[config.mk]
export PLATFORM = sky130hd
export DESIGN_NAME = vgd_div
export DESIGN_NICKNAME = d
export VERILOG_FILES = /design/src/hdl/vgd_div.sv
export SDC_FILE = /design/constraint.sdc
export NUM_CORES = 1
export LEC_CHECK = 0
export BUFFER_PORTS_ARGS = -buffer_cell sky130_fd_sc_hd__buf_4
export CORE_MARGIN = 10
export CORE_UTILIZATION = 50
export CTS_BUF_LIST = sky130_fd_sc_hd__clkbuf_8
export DETAILED_ROUTE_END_ITERATION = 10
export PLACE_DENSITY = 0.76
export SLEW_MARGIN = 20
export SYNTH_ARGS = -nofsm -noshare
export SYNTH_HDL_FRONTEND = slang
export SYNTH_SLANG_ARGS = --single-unit
[constraint.sdc]
create_clock -name clk -period 3.9 [get_ports clk]
set_clock_uncertainty 0.15 [all_clocks]
set_input_delay 0.585 -clock clk [delete_from_list [all_inputs] [get_ports clk]]
set_output_delay 0.585 -clock clk [all_outputs]
set_load 0.005 [all_outputs]
[src/hdl/vgd_div.sv]
// Restoring unsigned divider, one quotient bit per cycle.
module vgd_div #(
	parameter int DW  = 48,
	parameter int DVW = 16
) (
	input  logic           clk,
	input  logic           arst_n,
	input  logic           start,
	input  logic [DW-1:0]  dvd,
	input  logic [DVW-1:0] dvs,
	output logic           done,
	output logic [DW-1:0]  quo
);
	localparam int CW = $clog2(DW + 1);

	logic           busy_q;
	logic           done_q;
	logic [CW-1:0]  cnt_q;
	logic [DW-1:0]  quo_q;
	logic [DVW-1:0] rem_q;
	logic [DVW-1:0] dvs_q;
	logic [DVW:0]   trial;
	logic [DVW:0]   diff;
	logic           ge;

	assign trial = {rem_q, quo_q[DW-1]};
	assign diff  = trial - {1'b0, dvs_q};
	assign ge    = trial >= {1'b0, dvs_q};

	always_ff @(posedge clk or negedge arst_n) begin
		if (!arst_n) begin
			busy_q <= 1'b0;
			done_q <= 1'b0;
			cnt_q  <= '0;
		end else begin
			done_q <= 1'b0;
			if (start) begin
				busy_q <= 1'b1;
				cnt_q  <= '0;
			end else if (busy_q) begin
				cnt_q <= cnt_q + 1'b1;
				if (cnt_q == CW'(DW - 1)) begin
					busy_q <= 1'b0;
					done_q <= 1'b1;
				end
			end
		end
	end

	always_ff @(posedge clk) begin
		if (start) begin
			quo_q <= dvd;
			rem_q <= '0;
			dvs_q <= dvs;
		end else if (busy_q) begin
			quo_q <= {quo_q[DW-2:0], ge};
			rem_q <= ge ? diff[DVW-1:0] : trial[DVW-1:0];
		end
	end

	assign done = done_q;
	assign quo  = quo_q;

endmodule
==> reports/results.ini, run 1 <==
[power_and_ir_drop]
p_sw_uw=928.9
ir_drop_uv=265.8
power_density_nw_per_um2=517.5
total_power_uw=2889
clockPowerShare_pct=22.3
pwr-share-comb_pct=34.7
p_leak_uw=0.002458
power_frac_seq_pct=43.0
p_int_uw=1960
swShare_pct=32.15

[clock_tree]
cts.htree.levels=3
clock_latency_ps=350
cts_resized=0
clock_sinks=88
cts_tree=yes
cts_buffer_depth=2
ctsRootBufferMaster=clkbuf_8
clkTransAtPathRegs_ps=90
cts_buffers=9

[synthesis]
ys_seq_area_share_pct=54.92
synth_fp_nets=439
syn-cell-area_um2=4447
yosysMostFrequentCell=edfxtp_1
syn-mean-instance-area_um2=12.56
synthTopCellsByArea=edfxtp_1, mux2_2, dfxtp_1, ha_1, dfrtp_1
synth_top_area_share_pct=43.22
synth_common_cells=edfxtp_1, mux2_2, nor2_1
ys_types=48
postSynthCellCount=354
ys_ff_latch=88
synth_area_leader_cell=edfxtp_1
synth_edf_count=64
synthFlopType=edfxtp_1
yosys_warnings=0
postSynth.asyncResetShare_pct=9.091

[detailed_routing]
via_per_inst=5.439
ant_nets=0
drc_errors=0
routed_wirelength_um=10150
drt_first_pass_iters=4
drt-initial-drc-count=179
routedWlPerCell_um=17.35
via_count=3182

[critical_path]
arrival_ps=2940
cp_top_family=compound AO/OA/AOI/OAI gates
r2r_start=rem_q[9]
reg2reg_slack_ps=1080
slowest_delay_ps=500
crit_fanout=16
worst-path-buf-inv=0
crit_chain=ha_1, a21oi_1, o21ai_1, a2111o_1, nor2_4, mux2_2, a211oi_1
cp.required_ps=4020
critical_path.startpoint=rem_q[9]
end_kind=register
slowest_stage=nor2_4
cp-start-kind=register
worst-setup-path-type=reg -> reg

[placed_design]
finalWeightedCongestion=0.8372
dp_hpwl_um=7676
numPortBuffers=115
place_ws_ps=1107
dp_cells=568

[flow_run]
cap_violations=0

[floorplanning]
start_util_pct=51.24
dieHeight_um=114.3
ios=116
row_count=34
core_um2=8678
die_area_um2=13070
die_w_um=114.3

[cells_and_area]
diodes=0
nets=557
utilization_pct=64.33
final_cells=585
syn_to_final_growth_pct=25.55
drive_above_1_share_pct=40.67

[timing]
rsz0062_at_grt=false
slew_headroom_pct=43.75
min_period_ps=2819
finalSetupTns_ps=0
tightest_slew_ps=840.7
setup_violations=0
setup_ws_ps=1081
fmaxAchievable_mhz=354.8
hold_viol=0
post-route-period-util_pct=72.27
drv_slew=0

[grt]
grt.overflow.total=0
grt_use_total_pct=15.65
antenna_found_initial=0
grt_first_pass_wirelength_um=16570
grt_max_degree=64
grt_pass1_vias=3374

[outcome]
status=finished, final reports clean

[hold_path]
holdCritStartpoint=dvs[6]
hp-class=in -> reg

[per-layer routing]
layer | vias up | track usage [%] | part of all wire [%]
met4 | 0 | 5.430 | 1.1
met5 | - | 0 | 0
met2 | 101 | 25.28 | 49
met3 | 7 | 7.757 | 11
met1 | 1539 | 17.57 | 40
li1 | 1535 | - | -
[power by group through the flow]
stage	logic (µW)	clock network, µW	registers [µW]
after floorplan	742	0	1250
after global placement	975	0	1260
after detailed placement	994	0	1260
after CTS	1000	663	1240
after global routing	1110	697	1260
final	1000	645	1240
[cells in the final DEF (no fill, tap or decap), types with 2 or more instances in the layout]
cell	count
mux2_2	49
o41ai_1	2
nor2b_1	3
o21ai_0	10
inv_6	3
nand2b_1	5
dfrtp_1	8
a21boi_0	2
nor2_1	28
o21ai_1	2
a21oi_2	3
clkbuf_8	9
a21oi_1	13
clkinvlp_4	2
inv_1	19
o31ai_1	2
buf_4	118
nor3_1	5
o21a_1	2
nand3b_1	2
nand4_1	4
ha_1	17
nand2_1	20
xor2_1	5
a211oi_1	10
nand3_1	7
edfxtp_1	64
mux2i_1	15
dfxtp_1	16
xnor2_1	10
[layout make-up]
type                       instances  area [µm²]
inverter                          20       75.07
sequential                        88        2442
multi-input combinational        234        1834
clock inverter                     7       76.32
timing repair buffer             119       895.9
tap                              108       135.1
fill                             677        3095
clock buffer                       9       123.9
[flip-flops by register name, indices dropped and copies added (netlist names)]
name and count:
busy_q 1, quo 48, rem_q 16, done 1
cnt_q 6, dvs_q 16
[path summary, 6_finish.rpt]
kind / end / cells after the start
max: rem_q[0] / 7
min: dvs_q[6] / 1
max reg2reg: rem_q[0] / 7
min reg2reg: rem_q[14] / 2
max in group asynchronous: cnt_q[0] / 2
min in group asynchronous: cnt_q[4] / 2
[logic make-up after synthesis]
group           count (synthesis)  synth area share, %
compound gates                 55                8.526
xor+xnor                       15                2.954
fa+ha+maj                      18                5.233
buf+inv                        32                3.827
flops                          88                54.92
mux                            64                15.78
simple gates                   82                8.751
[worst register-to-register path, cell delays in order (launching register included)]
cell and delay [ps]:
dfxtp_1 340, ha_1 390, a21oi_1 190, o21ai_1 110, a2111o_1 450, nor2_4 500
mux2_2 410, a211oi_1 210
[stage by stage]
step,hold slack [ps],cell area (µm²)
5_1_grt,233.7,5583
4_1_cts,235.7,5583
2_1_floorplan,139.4,4447
3_3_place_gp,258.2,5373
6_report,249.1,5583
3_5_place_dp,258.4,5373
[timing repair]
| action | in CTS | in global routing |
|---|---|---|
| buffers inserted | 0 | 0 |
| endpoints found under the hold margin | 8 | 0 |
| hold buffers | 1 | 0 |
Power figures use the tool's default switching activity.
==> run 2, diff against run 1 <==
--- a/config.mk
+++ b/config.mk
@@ -5,12 +5,13 @@
 export SDC_FILE = /design/constraint.sdc
 export NUM_CORES = 1
 export LEC_CHECK = 0
+export ABC_AREA = 1
 export BUFFER_PORTS_ARGS = -buffer_cell sky130_fd_sc_hd__buf_4
 export CORE_MARGIN = 10
 export CORE_UTILIZATION = 50
 export CTS_BUF_LIST = sky130_fd_sc_hd__clkbuf_8
 export DETAILED_ROUTE_END_ITERATION = 10
-export PLACE_DENSITY = 0.76
+export PLACE_DENSITY = 0.75
 export SLEW_MARGIN = 20
 export SYNTH_ARGS = -nofsm -noshare
 export SYNTH_HDL_FRONTEND = slang
==> constraint.sdc (replaced) <==
create_clock -name clk -period 2.78 [get_ports clk]
set_clock_uncertainty 0.15 [all_clocks]
set_input_delay 0.417 -clock clk [delete_from_list [all_inputs] [get_ports clk]]
set_output_delay 0.417 -clock clk [all_outputs]
set_load 0.005 [all_outputs]
==> reports/results.ini, run 2 <==
[outcome]
status=finished, final reports clean

[critical_path]
endpoint=rem_q[14]
cp.required_ps=2890  ; -1130 ps
r2r_start=quo[47]
cp-start-kind=register
worst-setup-path-type=reg -> reg
end_kind=register
arrival_ps=2350  ; -590 ps
critical_path.startpoint=quo[47]
reg2reg_slack_ps=540  ; -540 ps
r2r_cells=11  ; +4
r2r-end=rem_q[14]
crit_fanout=4  ; -12

[clock_tree]
ctsRootBufferMaster=clkbuf_8
clock_latency_ps=350  ; about the same
clock_sinks=88  ; unchanged
post_cts_buffers=0  ; unchanged
cts_tree=yes
clkTransAtPathRegs_ps=90  ; about the same
cts_buffers=9  ; unchanged
cts_resized=0  ; unchanged
cts_buffer_depth=2  ; unchanged
postCtsHoldBufs=1  ; unchanged
cts.htree.levels=3  ; unchanged

[synthesis]
yosysMostFrequentCell=nand2_1
postSynthCellCount=583  ; +65%
yosys_warnings=0  ; unchanged
synth_top_area_share_pct=40.24  ; -3.0 points
synthFlopType=edfxtp_1
synth_edf_count=64  ; unchanged
synth_area_leader_cell=edfxtp_1
ys_seq_area_share_pct=51.14  ; -3.8 points
ys_ff_latch=88  ; unchanged
syn-mean-instance-area_um2=8.192  ; -35%
syn-cell-area_um2=4776  ; +7.4%
synth_fp_nets=668  ; +52%
synthTopCellsByArea=edfxtp_1, nand2_1, dfxtp_1, inv_1, ha_1
synth_common_cells=nand2_1, inv_1, edfxtp_1
postSynth.asyncResetShare_pct=9.091  ; unchanged
ys_types=35  ; -27%

[timing]
setup_violations=0  ; unchanged
slew_headroom_pct=51.02  ; +7.3 points
min_period_ps=2241  ; -577.3 ps
fmaxAchievable_mhz=446.2  ; +26%
finalSetupTns_ps=0  ; unchanged
drv_slew=0  ; unchanged
tightest_slew_ps=733.9  ; -106.8 ps
rsz0062_at_grt=false
hold_viol=0  ; unchanged
post-route-period-util_pct=80.63  ; +8.4 points

[grt]
antenna_found_initial=0  ; unchanged
grt_use_total_pct=17.50  ; +1.8 points
grt_max_degree=47  ; -27%
grt_pass1_vias=4084  ; +21%
grt.overflow.total=0  ; unchanged
grt_first_pass_wirelength_um=20040  ; +21%

[detailed_routing]
routedWlPerCell_um=14.65  ; -16%
via_count=4093  ; +29%
via_per_inst=4.914  ; -9.7%
routed_wirelength_um=12210  ; +20%
ant_nets=0  ; unchanged
drc_errors=0  ; unchanged
drt_first_pass_iters=4  ; unchanged
drt-initial-drc-count=183  ; +2.2%

[floorplanning]
die_area_um2=13860  ; +6.1%
start_util_pct=51.44  ; +0.20 points
ios=116  ; unchanged
row_count=35  ; +2.9%
dieHeight_um=117.7  ; +3.0%
die_w_um=117.7  ; +3.0%
core_um2=9284  ; +7.0%

[power_and_ir_drop]
p_int_uw=3023  ; +54%
clockPowerShare_pct=22.7  ; +0.4 points
power_frac_seq_pct=36.4  ; -6.6 points
p_sw_uw=1796  ; +93%
ir_drop_uv=414.1  ; +56%
p_leak_uw=0.003101  ; +26%
pwr-share-comb_pct=40.9  ; +6.2 points
power_density_nw_per_um2=800.7  ; +55%
swShare_pct=37.27  ; +5.1 points

[flow_run]
cap_violations=0  ; unchanged

[placed_design]
finalWeightedCongestion=0.9102  ; +8.7%
place_area_um2=5757  ; +7.1%
dp_cells=816  ; +44%
dp_hpwl_um=9183  ; +20%
numPortBuffers=115  ; unchanged

[cells_and_area]
syn_to_final_growth_pct=26.02
mostFrequentLayoutCell=nand2_1
drive_above_1_share_pct=23.44  ; -17 points
nFillCells=806  ; +19%
diodes=0  ; unchanged
fin_area_um2=6018  ; +7.8%
nets=784  ; +41%
layout_common_cells=nand2_1, buf_4, inv_1
largest_reg_flops=48  ; unchanged
final_cells=833  ; +42%

[hold_path]
hp-class=in -> reg

-- run 2: layer usage --
metal,up-vias,GRT usage (%),share of wire [%]
met5,-,0,0
met4,0,5.255,1.1
met3,11,7.194,8.9
met2,123,28.25,48
met1,1883,20.83,42
li1,2076,-,-
-- run 2: logic make-up (layout without fill, tap and decap cells) --
| group | after synthesis | after routing | share of synthesized area [%] |
|---|---|---|---|
| buffers and inverters | 89 | 210 | 7.440 |
| AOI/OAI and AO/OA | 30 | 30 | 3.747 |
| and+or+nand+nor | 351 | 351 | 31.52 |
| xor gates and xnor gates | 7 | 7 | 1.284 |
| adders and majority gates | 18 | 18 | 4.873 |
| DFF | 88 | 88 | 51.14 |
-- run 2: worst max-delay path: stages (launching register included) --
cell and delay (ps):
edfxtp_1 380, inv_1 70, ha_1 240, fa_1 420, nor2_1 120, nor2_1 90, o21ai_0 270, nand2_1 120
nand3_1 120, nand3_2 70, nand2_1 60, nand2_1 40
-- run 2: worst min-delay path by stage --
stage,startpoint,end,slack (ps),cells after the start
2_1_floorplan,arst_n,busy_q,-30,0
3_3_place_gp,arst_n,done,90,1
3_5_place_dp,arst_n,done,90,1
4_1_cts,dvs[11],dvs_q[11],60,1
5_1_grt,dvs[12],dvs_q[12],60,1
6_report,dvs[11],dvs_q[11],80,1
-- run 2: power by group through the flow --
| stage | sequential, µW | combinational, µW | clock (µW) |
|---|---|---|---|
| final | 1750 | 1970 | 1090 |
| after global routing | 1780 | 2230 | 1170 |
| after CTS | 1750 | 1970 | 1120 |
| after detailed placement | 1780 | 1960 | 0 |
| after global placement | 1770 | 1910 | 0 |
| after floorplan | 1750 | 1470 | 0 |
-- run 2: cell type report --
type | count | area [µm²] | share of cell area, %
clock inverter | 6 | 113.9 | 1.892
inverter | 73 | 274.0 | 4.553
sequential | 88 | 2442 | 40.58
clock buffer | 10 | 137.6 | 2.287
multi-input combinational | 406 | 1978 | 32.87
tap | 129 | 161.4 | 2.682
timing repair buffer | 121 | 910.9 | 15.14
-- run 2: stage by stage --
step / hold slack (ps) / utilization, % / setup slack, ps / power (µW)
finish: 81.09 / 64.82 / 538.6 / 4819
global route: 57.54 / 64.82 / 407.2 / 5182
CTS: 60.60 / 64.82 / 578.4 / 4835
detailed placement: 92.05 / 62.01 / 600.5 / 3731
global placement: 90.22 / 62.01 / 665.6 / 3679
floorplan: -28.59 / - / 575.2 / 3222
==> run 3, diff against run 2 <==
==> constraint.sdc (replaced) <==
create_clock -name clk -period 2.2 [get_ports clk]
set_clock_uncertainty 0.15 [all_clocks]
set_input_delay 0.33 -clock clk [delete_from_list [all_inputs] [get_ports clk]]
set_output_delay 0.33 -clock clk [all_outputs]
set_load 0.005 [all_outputs]
==> reports/results.ini, run 3 (synthesis results as in run 2) <==
[outcome]
status=finished, final reports clean

[timing]
hold_viol=0  ; unchanged
fmaxAchievable_mhz=477.3  ; +7.0%
drv_slew=0  ; unchanged
slew_headroom_pct=62.82  ; +12 points
rsz0062_at_grt=true
setup_violations=0  ; unchanged
min_period_ps=2095  ; -146.1 ps
post-route-period-util_pct=95.24  ; +15 points
whs_ps=88.32  ; +7.222 ps
finalSetupTns_ps=0  ; unchanged
setup_ws_ps=104.7  ; -433.9 ps
tightest_slew_ps=556.9  ; -177.0 ps

[grt]
grt_pass1_vias=4390  ; +7.5%
antenna_found_initial=1  ; +1
grt.overflow.total=0  ; unchanged
grt_use_total_pct=17.69  ; +0.19 points
grt_first_pass_wirelength_um=20560  ; +2.6%
grt_max_degree=47  ; unchanged

[detailed_routing]
ant_nets=0  ; unchanged
routedWlPerCell_um=14.92  ; +1.9%
drc_errors=0  ; unchanged
routed_wirelength_um=12870  ; +5.4%
drt_first_pass_iters=5  ; +1
via_per_inst=5.015  ; +2.1%
drt-initial-drc-count=308  ; +68%
via_count=4323  ; +5.6%

[placed_design]
place_area_um2=5844  ; +1.5%
place_ws_ps=57.36  ; -543.2 ps
dp_hpwl_um=9242  ; +0.64%
dp_cells=821  ; +0.61%
finalWeightedCongestion=0.9016  ; -0.94%
numPortBuffers=115  ; unchanged

[hold_path]
holdCritStartpoint=dvd[38]
hold_depth=3  ; +2
hp-class=in -> reg

[clock_tree]
clock_sinks=88  ; unchanged
clock_latency_ps=360  ; about the same
cts_buffers=9  ; unchanged
cts.htree.levels=3  ; unchanged
ctsRootBufferMaster=clkbuf_8
cts_buffer_depth=2  ; unchanged
cts_tree=yes
clkTransAtPathRegs_ps=90  ; about the same

[floorplanning]
die_w_um=117.7  ; unchanged
row_count=35  ; unchanged
core_um2=9284  ; unchanged
start_util_pct=51.44  ; unchanged
ios=116  ; unchanged
die_area_um2=13860  ; unchanged
dieHeight_um=117.7  ; unchanged

[cells_and_area]
syn_to_final_growth_pct=32.67
layout_common_cells=nand2_1, buf_4, inv_1
largest_reg_flops=48  ; unchanged
final_cells=862  ; +3.5%
mostFrequentLayoutCell=nand2_1
drive_above_1_share_pct=25.96  ; +2.5 points
nets=812  ; +3.6%
fin_area_um2=6336  ; +5.3%

[critical_path]
arrival_ps=2210  ; -140 ps
worst-setup-path-type=reg -> reg
critical_path.startpoint=quo[47]
cp-start-kind=register
r2r_cells=11  ; unchanged
cp.required_ps=2310  ; -580 ps
r2r_start=quo[47]
crit_fanout=2  ; -2
end_kind=register

[power_and_ir_drop]
power_density_nw_per_um2=960.1  ; +20%
ir_drop_uv=443.6  ; +7.1%
p_leak_uw=0.003212  ; +3.6%

[flow_run]
cap_violations=0  ; unchanged

==> run 3: what timing repair did <==
action,in CTS,in global routing
hold buffers,17,0
endpoints found under the setup margin,0,16
buffers inserted,0,3
resized for setup,0,18
hold endpoints to repair,24,0
==> run 3: metal layers <==
metal  global-route usage, %  part of all wire (%)
met4                   6.105                   2.4
met3                   7.770                   9.9
met5                       0                     0
met1                   20.40                    40
met2                   28.60                    47
==> run 3: area by class of cell <==
class | instances | area, µm²
Antenna cell | 1 | 2.502
Clock buffer | 9 | 123.9
Clock inverter | 7 | 46.29
Fill cell | 748 | 2948
Inverter | 73 | 274.0
Multi-Input combinational cell | 410 | 2092
Sequential cell | 88 | 2442
Tap cell | 129 | 161.4
Timing Repair Buffer | 145 | 1194
==> run 3: path summary, 6_finish.rpt <==
kind,endpoint,slack [ps]
max,rem_q[14],100
min,quo[38],90
max reg2reg,rem_q[14],100
min reg2reg,rem_q[12],330
max in group asynchronous,busy_q,1610
min in group asynchronous,done,160
==> run 3: metrics by stage <==
stage | utilization (%) | total power (µW)
6_report | 68.25 | 6083
3_5_place_dp | 62.95 | 4818
3_3_place_gp | 62.95 | 4766
5_1_grt | 68.25 | 6573
4_1_cts | 66.62 | 5872
2_1_floorplan | - | 4071
==> run 3: critical path: stages, from the launching register on <==
cell	delay, ps
edfxtp_1	380
inv_2	50
ha_2	190
fa_2	340
nor2_1	100
nor2_1	70
o21ai_0	310
nand2_1	120
nand3_1	120
nand3_2	70
nand2_1	60
nand2_1	40
==> run 3: power breakdown <==
group / internal, µW / switching, µW
logic: 1180 / 1680
registers: 2050 / 165
clock network: 411 / 600
total: 3640 / 2440
